File: src/rtl/cip_pkg.sv
`default_nettype none

package cip_pkg;

  // capacity and field widths
  localparam int unsigned MAX_ITEMS  = 1024;
  localparam int unsigned SCORE_BITS = 32;
  localparam int unsigned ADDR_W     = $clog2(MAX_ITEMS);
  localparam int unsigned CNT_W      = ADDR_W + 1;
  localparam int unsigned HALF_W     = 20;
  localparam int unsigned PAIR_W     = 19;
  localparam int unsigned CIDX_W     = 17;

  // saturation limits of the running counters
  localparam logic [HALF_W-1:0] HALF_MAX = {HALF_W{1'b1}};
  localparam logic [PAIR_W-1:0] PAIR_MAX = {PAIR_W{1'b1}};

  // ratio in Q1.16, one step of the divider per fraction bit
  localparam int unsigned            FRAC_BITS = 16;
  localparam int unsigned            STEP_W    = $clog2(FRAC_BITS);
  localparam logic [CIDX_W-1:0]      ONE_Q16   = CIDX_W'(1) << FRAC_BITS;

  // request into the ratio divider
  typedef struct packed {
    logic              start;
    logic [HALF_W-1:0] half;
    logic [PAIR_W-1:0] pair;
  } div_req_t;

  // status back from the ratio divider
  typedef struct packed {
    logic              done;
    logic [CIDX_W-1:0] c_index;
    logic              no_pairs;
  } div_rsp_t;

endpackage

`default_nettype wire

File: src/rtl/cip_div.sv
`default_nettype none

// restoring divider for the Q1.16 ratio half / (2 * pair), one quotient bit a cycle
module cip_div (
  input  logic              clk_i,
  input  logic              rst_ni,
  input  cip_pkg::div_req_t req_i,
  output cip_pkg::div_rsp_t rsp_o
);

  logic                         busy_q;
  logic                         done_q;
  logic [cip_pkg::STEP_W-1:0]   step_q;
  logic [cip_pkg::HALF_W-1:0]   rem_q;
  logic [cip_pkg::PAIR_W-1:0]   div_q;
  logic [cip_pkg::CIDX_W-1:0]   quo_q;
  logic                         none_q;

  logic [cip_pkg::HALF_W:0]     diff;
  logic                         qbit;
  logic [cip_pkg::HALF_W-1:0]   rem_keep;
  logic                         saturate;

  // ratio reaches one exactly when half >= 2 * pair
  assign saturate = req_i.half >= {req_i.pair, 1'b0};

  // trial subtract of the divisor
  assign diff     = {1'b0, rem_q} - {2'b00, div_q};
  assign qbit     = ~diff[cip_pkg::HALF_W];
  assign rem_keep = qbit ? diff[cip_pkg::HALF_W-1:0] : rem_q;

  // sequencer and control flags
  always_ff @(posedge clk_i or negedge rst_ni) begin
    if (!rst_ni) begin
      busy_q <= 1'b0;
      done_q <= 1'b0;
      step_q <= '0;
    end else begin
      done_q <= 1'b0;
      if (req_i.start) begin
        step_q <= '0;
        if (req_i.pair == '0 || saturate) begin
          done_q <= 1'b1;
        end else begin
          busy_q <= 1'b1;
        end
      end else if (busy_q) begin
        step_q <= step_q + cip_pkg::STEP_W'(1);
        if (step_q == cip_pkg::STEP_W'(cip_pkg::FRAC_BITS - 1)) begin
          busy_q <= 1'b0;
          done_q <= 1'b1;
        end
      end
    end
  end

  // remainder and quotient datapath
  always_ff @(posedge clk_i) begin
    if (req_i.start) begin
      rem_q  <= req_i.half;
      div_q  <= req_i.pair;
      none_q <= (req_i.pair == '0);
      if (req_i.pair == '0) begin
        quo_q <= '0;
      end else if (saturate) begin
        quo_q <= cip_pkg::ONE_Q16;
      end else begin
        quo_q <= '0;
      end
    end else if (busy_q) begin
      rem_q <= {rem_keep[cip_pkg::HALF_W-2:0], 1'b0};
      quo_q <= {quo_q[cip_pkg::CIDX_W-2:0], qbit};
    end
  end

  assign rsp_o.done     = done_q;
  assign rsp_o.c_index  = quo_q;
  assign rsp_o.no_pairs = none_q;

endmodule

`default_nettype wire

File: config.mk
export PLATFORM = sky130hd
export DESIGN_NAME = cip_div
export DESIGN_NICKNAME = d
export VERILOG_FILES = /design/src/rtl/cip_pkg.sv /design/src/rtl/cip_div.sv
export SDC_FILE = /design/constraint.sdc
export NUM_CORES = 1
export LEC_CHECK = 0
export BUFFER_PORTS_ARGS = -buffer_cell sky130_fd_sc_hd__buf_4
export CAP_MARGIN = 20
export CORE_AREA = 2 2 131 133
export CTS_BUF_LIST = sky130_fd_sc_hd__clkbuf_16
export CTS_CLUSTER_SIZE = 40
export DETAILED_ROUTE_END_ITERATION = 8
export DIE_AREA = 0 0 133 135
export HOLD_SLACK_MARGIN = 0.1
export PLACE_DENSITY = 0.44
export SYNTH_ARGS = -nofsm -noshare
export SYNTH_HDL_FRONTEND = slang
export SYNTH_SLANG_ARGS = --single-unit
File: constraint.sdc
create_clock -name clk_i -period 7.9 [get_ports clk_i]
set_clock_uncertainty 0.2 [all_clocks]
set_input_delay 1.975 -clock clk_i [delete_from_list [all_inputs] [get_ports clk_i]]
set_output_delay 1.975 -clock clk_i [all_outputs]
set_load 0.1 [all_outputs]
==> reports/metrics.yaml <==
status: "finished clean"
dieArea_mm2: 0.0180
synth_fa_ha_area_share_pct: 12.4
initial_core_util_pct: 24.9
use_met2_pct: 21.4
grt.busiest_layer: "met2"
critPathLaunchType: "primary input"
synth_edf_count: 57
slew_viol_final: 0
power.total_mw: 1.59
dp_hpwl_um: 7860
cp_slowest_cell: "and4bb_1"
antenna_found_initial: 0
drc_errors: 0
syn-num-nets: 459
finalWirelength_um: 10500
grt_pass1_vias: 3307
use_met1_pct: 14.9
p_per_area_mw_per_mm2: 316
die_x_um: 133
ant_nets: 0
critPathMaxFanout: 3
synth-xor-area-share_pct: 4.07
ir_drop_mv: 0.113
core_mm2: 0.0164
rsz0062_at_grt: "false"
cap_viol_max_count: 0
path_common_cell: "a21o_1"
setup_slack_ns: 3.98
diodes: 0
fin_area_mm2: 0.00503
synthMuxAreaShare_pct: 1.01
slew_headroom_pct: 33.3
fp.dieH_um: 135
utilization_pct: 30.6
worstPathBufferInverterCount: 2
layout_commonest_cell: "buf_4"
crit_chain: "buf_4 > inv_1 > ha_1 > a21o_1 > a21o_1 > a21oi_1 > nor4bb_1 > a221oi_1 > and4bb_1 > a211oi_1"
numPortBuffers: 60
layout_min_cycle_time_ns: 3.92
finalSetupViolations: 0
cts_num_sinks: 63
required_ns: 7.75
htree_num_levels: 3
synth_async_sr_flop_share_pct: 9.52
leakage_nw: 2.23
drt_pass1_iterations: 4
wl_per_cell_um: 16.0
grt_max_degree: 54
netlist_area_mm2: 0.00409
root_buffer: "clkbuf_16"
arrival_ns: 3.76
ios: 61
ys_ff_latch: 63
grt_use_met3_pct: 2.55
clockBufferDepth: 2
grt_pass1_wl_um: 17100
overflow: 0
ys_seq_area_share_pct: 45.5
cts-buffers-inserted: 9
postCtsHoldBufs: 0
cts_tree: "done"
finalCritPeriodShare_pct: 49.6
synth_cell_types: 58
worstSetupPathType: "in2reg"
num_rows: 47
stdcell_count: 658
hold_path_class: "reg2reg"
yosys.area_share.simple_pct: 14.6
timing.hold.ws_ns: 0.355
routabilityCongestion: 0.817
placed_area_mm2: 0.00475
post_cts_resized: 0
synth_top_family_by_area: "compound AO/OA/AOI/OAI gates"
area_delta_synth_final_pct: 23.0
end_kind: "flip-flop"
drtIter0Drc: 123
clk_latency_ns: 0.33
nets: 517
cts_setup_buffers: 0
synth-compound-area-share_pct: 16.5
crit_family: "compound AO/OA/AOI/OAI gates"
vias: 3039
hold_viol: 0
yosys_warnings: 0
worst_pin_slew_ns: 1.00
pre_cts_slack_ns: 3.65
synth_cells: 377
finalSetupTns_ns: 0
avgSynthCellArea_um2: 10.8
critPathMaxStageDelay_ns: 0.35
final_cell_mix: "buf_4, edfxtp_1, inv_1"
path_clk_slew_ns: 0.05
layout-drive-gt1-share_pct: 20.8
grt_util_all_layers_pct: 12.4
place_inst: 644
avgViaCountPerCell: 4.62
fmax_ghz: 0.255
synth_top_flop_cell: "edfxtp_1"
flip-flops by register name, summed over array words and instances (netlist names):
register / count
busy_q: 1
div_q: 19
done_q: 1
none_q: 1
quo_q: 17
rem_q: 20
step_q: 4
cells by family after synthesis:
group / Yosys count
flip-flops: 63
adder cells (fa/ha/maj): 40
buffers and inverters: 58
AO/OA/AOI/OAI: 85
multiplexers: 4
AND/OR/NAND/NOR: 108
XOR/XNOR: 19
Yosys cell counts, types with 4 or more instances:
| cell | instances | area (um2) |
|---|---|---|
| nand2_1 | 29 | 109 |
| ha_1 | 39 | 488 |
| nand2b_1 | 4 | 25.0 |
| nor2b_1 | 21 | 131 |
| nand4_1 | 6 | 37.5 |
| inv_1 | 42 | 158 |
| dfrtp_1 | 6 | 150 |
| o21ai_0 | 5 | 25.0 |
| nor2_1 | 13 | 48.8 |
| o311ai_1 | 6 | 52.6 |
| a21oi_1 | 19 | 95.1 |
| a31oi_1 | 4 | 25.0 |
| clkbuf_1 | 8 | 30.0 |
| xor2_1 | 9 | 78.8 |
| xnor2_1 | 10 | 87.6 |
| nand3b_1 | 13 | 97.6 |
| o21ai_1 | 4 | 20.0 |
| edfxtp_1 | 57 | 1710 |
| o211ai_2 | 7 | 87.6 |
| nor4_1 | 4 | 25.0 |
| a21o_1 | 10 | 75.1 |
power by group:
part / switching [mW] / total (mW) / internal, mW
Clock: 0.145 / 0.383 / 0.238
Combinational: 0.436 / 0.722 / 0.286
Sequential: 0.0365 / 0.486 / 0.449
metal layers:
metal	vias to the layer above	wire, um
li1	1498	-
met1	1470	4820
met2	58	5120
met3	13	396
met4	0	214
met5	-	0
worst reg2reg max path, cell delays in order, from the launching register on:
cell and delay, ns:
edfxtp_1 0.34, inv_1 0.05, ha_1 0.21, fa_1 0.42, nand2b_1 0.21, a21o_1 0.19, a31o_2 0.29, o41ai_4 0.31
a21oi_2 0.18, buf_4 0.27, mux2i_1 0.16, mux2_2 0.26
final timing paths:
path / start / endpoint / slack [ns] / depth (start not counted)
min in group asynchronous: rst_ni / step_q[1] / 1.24 / 1
hold / removal: step_q[1] / step_q[1] / 0.35 / 2
setup / recovery: req_i[12] / quo_q[16] / 3.98 / 10
hold reg to reg: step_q[1] / step_q[1] / 0.35 / 2
max in group asynchronous: rst_ni / step_q[0] / 6.14 / 1
setup reg to reg: rem_q[0] / rem_q[2] / 4.57 / 11
area by class of cell:
| cell class | count | area, um2 |
|---|---|---|
| multi-input cells | 256 | 1990 |
| inverters | 43 | 161 |
| clock inverters | 5 | 51.3 |
| fillers | 1715 | 11400 |
| repair buffers | 62 | 465 |
| well taps | 220 | 275 |
| flip-flops and latches | 63 | 1860 |
| clock buffers | 9 | 225 |
Note: power is estimated with default switching activity, not from simulation.
